--- src/hw/rtl/fcct_pkg.sv ---
package fcct_pkg;

    // default table depth and register reset values
    localparam int unsigned TABLE_ENTRIES_DEF = 16384;
    localparam logic [31:0] END_MARK_RST      = 32'h0FFF_FFFF;
    localparam logic [13:0] SCAN_LIMIT_RST    = 14'd10001;
    localparam int unsigned FIRST_DATA_CLUSTER = 2;

    // configuration register indexes
    localparam int unsigned CFG_IDX_W = 1;
    localparam logic [CFG_IDX_W-1:0] CFG_END_MARK   = 1'b0;
    localparam logic [CFG_IDX_W-1:0] CFG_SCAN_LIMIT = 1'b1;

    typedef enum logic [1:0] {
        OP_READ  = 2'd0,
        OP_WRITE = 2'd1,
        OP_ALLOC = 2'd2,
        OP_FREE  = 2'd3
    } t_op;

    typedef enum logic [1:0] {
        STAT_OK      = 2'd0,
        STAT_NO_FREE = 2'd1,
        STAT_RANGE   = 2'd2,
        STAT_LOOP    = 2'd3
    } t_status;

    typedef enum logic [2:0] {
        ST_CLEAR,
        ST_IDLE,
        ST_READ,
        ST_WRITE,
        ST_ALLOC,
        ST_FREE_CHK,
        ST_FREE_RD
    } t_state;

    // table address source
    typedef enum logic [2:0] {
        AS_CLEAR,
        AS_IN_CLUSTER,
        AS_ALLOC_FIRST,
        AS_PTR,
        AS_PTR_NEXT,
        AS_REQ,
        AS_CUR
    } t_addr_sel;

    typedef enum logic [1:0] {
        WD_ZERO,
        WD_VALUE,
        WD_END_MARK
    } t_wdata_sel;

    typedef enum logic [1:0] {
        RS_ZERO,
        RS_RDATA,
        RS_PTR
    } t_res_sel;

    // commands from controller to datapath
    typedef struct packed {
        logic       mem_re;
        logic       mem_we;
        t_addr_sel  addr_sel;
        t_wdata_sel wdata_sel;
        logic       load_req;
        logic       ptr_inc;
        logic       cur_load;
        logic       clr_inc;
        logic       finish;
        t_res_sel   res_sel;
        t_status    fin_status;
    } t_dp_cmd;

    // status from datapath to controller
    typedef struct packed {
        logic req_range;
        logic clr_last;
        logic rd_zero;
        logic ptr_past_top;
        logic ptr_at_top;
        logic cur_end;
        logic cur_range;
        logic steps_max;
        logic out_free;
    } t_dp_stat;

endpackage

--- src/hw/rtl/fcct_ctrl.sv ---
module fcct_ctrl (
    input  logic               i_clk,
    input  logic               i_rst_n,
    input  logic               i_in_valid,
    input  logic [1:0]         i_operation,
    input  fcct_pkg::t_dp_stat i_stat,
    output logic               o_in_stall,
    output fcct_pkg::t_dp_cmd  o_cmd
);
    import fcct_pkg::*;

    t_state r_state;
    t_state n_state;

    always_ff @(posedge i_clk) begin
        if (!i_rst_n) begin
            r_state <= ST_CLEAR;
        end else begin
            r_state <= n_state;
        end
    end

    // next state
    always_comb begin
        n_state = r_state;
        case (r_state)
            ST_CLEAR: begin
                if (i_stat.clr_last) n_state = ST_IDLE;
            end
            ST_IDLE: begin
                if (i_in_valid) begin
                    case (t_op'(i_operation))
                        OP_READ:  n_state = ST_READ;
                        OP_WRITE: n_state = ST_WRITE;
                        OP_ALLOC: n_state = ST_ALLOC;
                        OP_FREE:  n_state = ST_FREE_CHK;
                        default:  n_state = ST_IDLE;
                    endcase
                end
            end
            ST_READ, ST_WRITE: begin
                if (i_stat.out_free) n_state = ST_IDLE;
            end
            ST_ALLOC: begin
                if (i_stat.ptr_past_top || i_stat.rd_zero || i_stat.ptr_at_top) begin
                    if (i_stat.out_free) n_state = ST_IDLE;
                end
            end
            ST_FREE_CHK: begin
                if (i_stat.cur_end || i_stat.cur_range || i_stat.steps_max) begin
                    if (i_stat.out_free) n_state = ST_IDLE;
                end else begin
                    n_state = ST_FREE_RD;
                end
            end
            ST_FREE_RD: n_state = ST_FREE_CHK;
            default:    n_state = ST_IDLE;
        endcase
    end

    // datapath commands
    always_comb begin
        o_cmd            = '0;
        o_cmd.addr_sel   = AS_CLEAR;
        o_cmd.wdata_sel  = WD_ZERO;
        o_cmd.res_sel    = RS_ZERO;
        o_cmd.fin_status = STAT_OK;
        case (r_state)
            ST_CLEAR: begin
                o_cmd.mem_we  = 1'b1;
                o_cmd.clr_inc = 1'b1;
            end
            ST_IDLE: begin
                if (i_in_valid) begin
                    o_cmd.load_req = 1'b1;
                    if (t_op'(i_operation) == OP_READ) begin
                        o_cmd.mem_re   = 1'b1;
                        o_cmd.addr_sel = AS_IN_CLUSTER;
                    end
                    if (t_op'(i_operation) == OP_ALLOC) begin
                        o_cmd.mem_re   = 1'b1;
                        o_cmd.addr_sel = AS_ALLOC_FIRST;
                    end
                end
            end
            ST_READ: begin
                if (i_stat.out_free) begin
                    o_cmd.finish = 1'b1;
                    if (i_stat.req_range) begin
                        o_cmd.fin_status = STAT_RANGE;
                    end else begin
                        o_cmd.res_sel = RS_RDATA;
                    end
                end
            end
            ST_WRITE: begin
                if (i_stat.out_free) begin
                    o_cmd.finish = 1'b1;
                    if (i_stat.req_range) begin
                        o_cmd.fin_status = STAT_RANGE;
                    end else begin
                        o_cmd.mem_we    = 1'b1;
                        o_cmd.addr_sel  = AS_REQ;
                        o_cmd.wdata_sel = WD_VALUE;
                    end
                end
            end
            ST_ALLOC: begin
                if (i_stat.ptr_past_top) begin
                    o_cmd.finish     = i_stat.out_free;
                    o_cmd.fin_status = STAT_NO_FREE;
                end else if (i_stat.rd_zero) begin
                    if (i_stat.out_free) begin
                        o_cmd.finish    = 1'b1;
                        o_cmd.res_sel   = RS_PTR;
                        o_cmd.mem_we    = 1'b1;
                        o_cmd.addr_sel  = AS_PTR;
                        o_cmd.wdata_sel = WD_END_MARK;
                    end
                end else if (i_stat.ptr_at_top) begin
                    o_cmd.finish     = i_stat.out_free;
                    o_cmd.fin_status = STAT_NO_FREE;
                end else begin
                    o_cmd.ptr_inc  = 1'b1;
                    o_cmd.mem_re   = 1'b1;
                    o_cmd.addr_sel = AS_PTR_NEXT;
                end
            end
            ST_FREE_CHK: begin
                if (i_stat.cur_end) begin
                    o_cmd.finish = i_stat.out_free;
                end else if (i_stat.cur_range) begin
                    o_cmd.finish     = i_stat.out_free;
                    o_cmd.fin_status = STAT_RANGE;
                end else if (i_stat.steps_max) begin
                    o_cmd.finish     = i_stat.out_free;
                    o_cmd.fin_status = STAT_LOOP;
                end else begin
                    o_cmd.mem_re   = 1'b1;
                    o_cmd.addr_sel = AS_CUR;
                end
            end
            ST_FREE_RD: begin
                o_cmd.mem_we    = 1'b1;
                o_cmd.addr_sel  = AS_CUR;
                o_cmd.wdata_sel = WD_ZERO;
                o_cmd.cur_load  = 1'b1;
            end
            default: begin
                o_cmd.addr_sel = AS_CLEAR;
            end
        endcase
    end

    assign o_in_stall = r_state != ST_IDLE;

`ifndef SYNTHESIS
    // single table port: never read and write together
    a_one_port: assert property (@(posedge i_clk) disable iff (!i_rst_n)
        !(o_cmd.mem_we && o_cmd.mem_re))
        else $error("table read and write in the same cycle");

    // a result is only loaded into a free output register
    a_finish_free: assert property (@(posedge i_clk) disable iff (!i_rst_n)
        o_cmd.finish |-> i_stat.out_free)
        else $error("result loaded over a waiting result");

    // clearing pass only ends into idle
    a_clear_exit: assert property (@(posedge i_clk) disable iff (!i_rst_n)
        (r_state == ST_CLEAR) |=> (r_state == ST_CLEAR || r_state == ST_IDLE))
        else $error("clearing pass left to a busy state");

    // an accepted request always leaves idle
    a_accept_busy: assert property (@(posedge i_clk) disable iff (!i_rst_n)
        (r_state == ST_IDLE && i_in_valid) |=> (r_state != ST_IDLE))
        else $error("accepted request did not start");
`endif

endmodule

--- config.mk ---
export PLATFORM = sky130hd
export DESIGN_NAME = fcct_ctrl
export DESIGN_NICKNAME = d
export VERILOG_FILES = /design/src/hw/rtl/fcct_pkg.sv /design/src/hw/rtl/fcct_ctrl.sv
export SDC_FILE = /design/constraint.sdc
export NUM_CORES = 1
export LEC_CHECK = 0
export ABC_AREA = 1
export BUFFER_PORTS_ARGS = -buffer_cell sky130_fd_sc_hd__buf_2
export CORE_AREA = 8 8 45 47
export CTS_CLUSTER_DIAMETER = 150
export DETAILED_ROUTE_END_ITERATION = 16
export DIE_AREA = 0 0 53 55
export GPL_TIMING_DRIVEN = 0
export PLACE_DENSITY = 0.74
export SKIP_CTS_REPAIR_TIMING = 1
export SLEW_MARGIN = 20
export SYNTH_ARGS = -nofsm -noshare
export SYNTH_HDL_FRONTEND = slang
export SYNTH_SLANG_ARGS = --single-unit
--- constraint.sdc ---
create_clock -name i_clk -period 2 [get_ports i_clk]
set_clock_uncertainty 0.15 [all_clocks]
set_input_delay 0.4 -clock i_clk [delete_from_list [all_inputs] [get_ports i_clk]]
set_output_delay 0.4 -clock i_clk [all_outputs]
set_load 0.03 [all_outputs]
==> results.py <==
metrics = {
    "logic_synthesis": {
        "synth_edf_count": 0,
        "yosys_warnings": 0,
        "syn-num-nets": 109,
        "syn_inst": 94,
        "syn_area_sq_um": 526,
        "ys.flop_type": "dfxtp_1",
        "synth_cell_types": 22,
        "async_flop_share_pct": 0,
        "avgSynthCellArea_sq_um": 5.59,
        "synth-seq-cells": 3,
        "seq_area_frac_synth_pct": 11.4,
    },
    "sta": {
        "finalMaxSlewViolations": 0,
        "rsz0062_at_grt": "yes",
        "fmax_mhz": 504,
        "setup_viol": 0,
        "tightest_slew_ns": 0.302,
        "slew_headroom_pct": 79.7,
        "period_needed_ns": 1.98,
        "fin_crit_sh_pct": 99.2,
        "final_hold_viol_count": 0,
    },
    "floorplan": {
        "start_util_pct": 38.0,
        "die_width_um": 53,
        "ios": 31,
        "dieHeight_um": 55,
        "die-area_sq_um": 2920,
        "num_rows": 14,
        "core_sq_um": 1380,
    },
    "placement": {
        "placed_area_sq_um": 709,
        "dp_hpwl_um": 1370,
        "gp_congestion": 0.848,
        "port_buffers": 30,
    },
    "power_and_ir_drop": {
        "p_per_area_nw_per_um2": 461,
        "p_sw_uw": 183,
        "swShare_pct": 45.0,
        "p_leak_uw": 0.000506,
        "pwr-share-clk_pct": 27.1,
        "ir_drop_mv": 0.297,
        "total_power_uw": 405,
        "power_frac_seq_pct": 20.2,
        "intPower_uw": 223,
        "pwr-share-comb_pct": 52.7,
    },
    "layout": {
        "reg_top3": "r_state (3)",
        "drive_above_1_share_pct": 47.4,
        "syn_to_final_growth_pct": 67.4,
        "largest_reg_flops": 3,
        "final_cell_mix": "buf_2, nand2_1, inv_1",
        "diodes": 0,
        "layout_commonest_cell": "buf_2",
        "final_nets": 149,
        "fill_cells": 139,
        "final_cell_area_sq_um": 880,
        "largest-register": "r_state",
    },
    "clocking": {
        "insertion_delay_ns": 0.24,
        "cts_buffers": 3,
        "clockBufferDepth": 2,
        "h-tree-depth": 1,
        "cts_tree": "yes",
        "cts.clk_slew.worst_paths_ns": 0.04,
        "cts-root-buf": "clkbuf_4",
        "cts_num_sinks": 3,
    },
    "setup_path": {
        "startpoint": "r_state[1]",
        "critPathLaunchType": "flop",
        "reg2reg_slack_ns": 0.62,
        "end_kind": "primary output",
        "criticalPathCategory": "flop to primary output",
        "cp-endpoint": "o_cmd[13]",
        "worstPathRequired_ns": 1.45,
        "reg2reg_depth": 9,
        "cp.arrival_ns": 1.43,
        "reg2reg_from": "r_state[1]",
        "r2r-end": "r_state[1]",
        "crit_fanout": 6,
    },
    "drt": {
        "drt_iter0_drc": 10,
        "wirelength_um": 1800,
        "drtPass1Iterations": 4,
        "drt-wirelength-per-cell_um": 12.0,
        "antenna_left": 0,
        "drc": 0,
        "viasPerCell": 4.89,
        "vias": 728,
    },
    "global_routing": {
        "grt_pass1_wl_um": 2570,
        "antenna_found_initial": 0,
        "grt_pass1_vias": 650,
        "grt_use_total_pct": 11.3,
        "grt_max_degree": 8,
        "grt_overflow": 0,
    },
    "outcome": {
        "outcome": "complete, no violations",
    },
    "worst_hold_path": {
        "holdCritPathClass": "input pin to flop",
    },
    "flow_run": {
        "cap_violations": 0,
    },
}
-- layout make-up --
cell class | count | area [sq um] | share of cell area, %
multi-input combinational | 70 | 442 | 50.2
timing repair buffer | 35 | 226 | 25.7
inverter | 21 | 93.8 | 10.7
sequential | 3 | 71.3 | 8.11
clock buffer | 4 | 26.3 | 2.99
tap | 16 | 20.0 | 2.28
-- how the worst min path moves through the flow --
stage	slack [ns]	startpoint	cells after the start	endpoint
after floorplan	0.38	i_rst_n	2	r_state[2]
after global placement	0.51	i_rst_n	3	r_state[2]
after detailed placement	0.50	r_state[1]	4	r_state[1]
after CTS	0.25	i_rst_n	3	r_state[1]
after global routing	0.27	i_rst_n	3	r_state[1]
final	0.25	i_rst_n	3	r_state[1]
-- worst max-delay path, cell delays in order, from the launching register on --
cell	delay, ns
dfxtp_4	0.37
inv_8	0.09
nand2_2	0.08
nor2_4	0.19
buf_4	0.14
a21oi_1	0.07
nand2_1	0.07
clkbuf_4	0.18
-- power groups by stage --
stage	Combinational, uW	Clock, uW	Sequential, uW
3_5_place_dp	180	0	76.7
4_1_cts	181	119	75.7
2_1_floorplan	130	0	75.3
3_3_place_gp	178	0	76.5
5_1_grt	235	118	82.1
6_report	214	110	81.9
-- cells by family after synthesis --
logic type      after synthesis  share of synthesized area, %
simple gates                 59                          59.3
buf+inv                      21                          15.5
compound gates               10                          11.4
flops                         3                          11.4
fa+ha+maj                     1                          2.38
-- through the flow --
step	TNS [ns]	setup slack (ns)	utilization, %	hold slack [ns]	instances
after floorplan	-0.0233	-0.0233	-	0.382	94
after global placement	0	0.0241	51.3	0.507	140
after detailed placement	-0.0161	-0.0161	51.3	0.504	140
after CTS	-0.721	-0.177	53.2	0.250	144
after global routing	-0.125	-0.0479	63.6	0.268	149
final	0	0.0154	63.6	0.252	149
-- Yosys cell counts (2+ instances only) --
cell type | count | share of area (%)
inv_2 | 4 | 2.9
a21oi_1 | 4 | 3.8
nor2_1 | 14 | 10
nand3_1 | 8 | 7.6
dfxtp_1 | 3 | 11
o21ai_0 | 3 | 2.9
nor3_1 | 3 | 2.9
nor2_2 | 3 | 3.6
o211ai_1 | 2 | 2.9
inv_1 | 16 | 11
nand3b_1 | 2 | 2.9
nand2_1 | 22 | 16
-- per-layer routing --
layer	vias up	GRT usage, %	part of all wire, %
met3	4	2.94	9.6
li1	376	-	-
met5	-	0	0
met2	32	18.6	50
met1	316	12.6	38
met4	0	7.76	2.6
(Power assumes the default switching activity.)
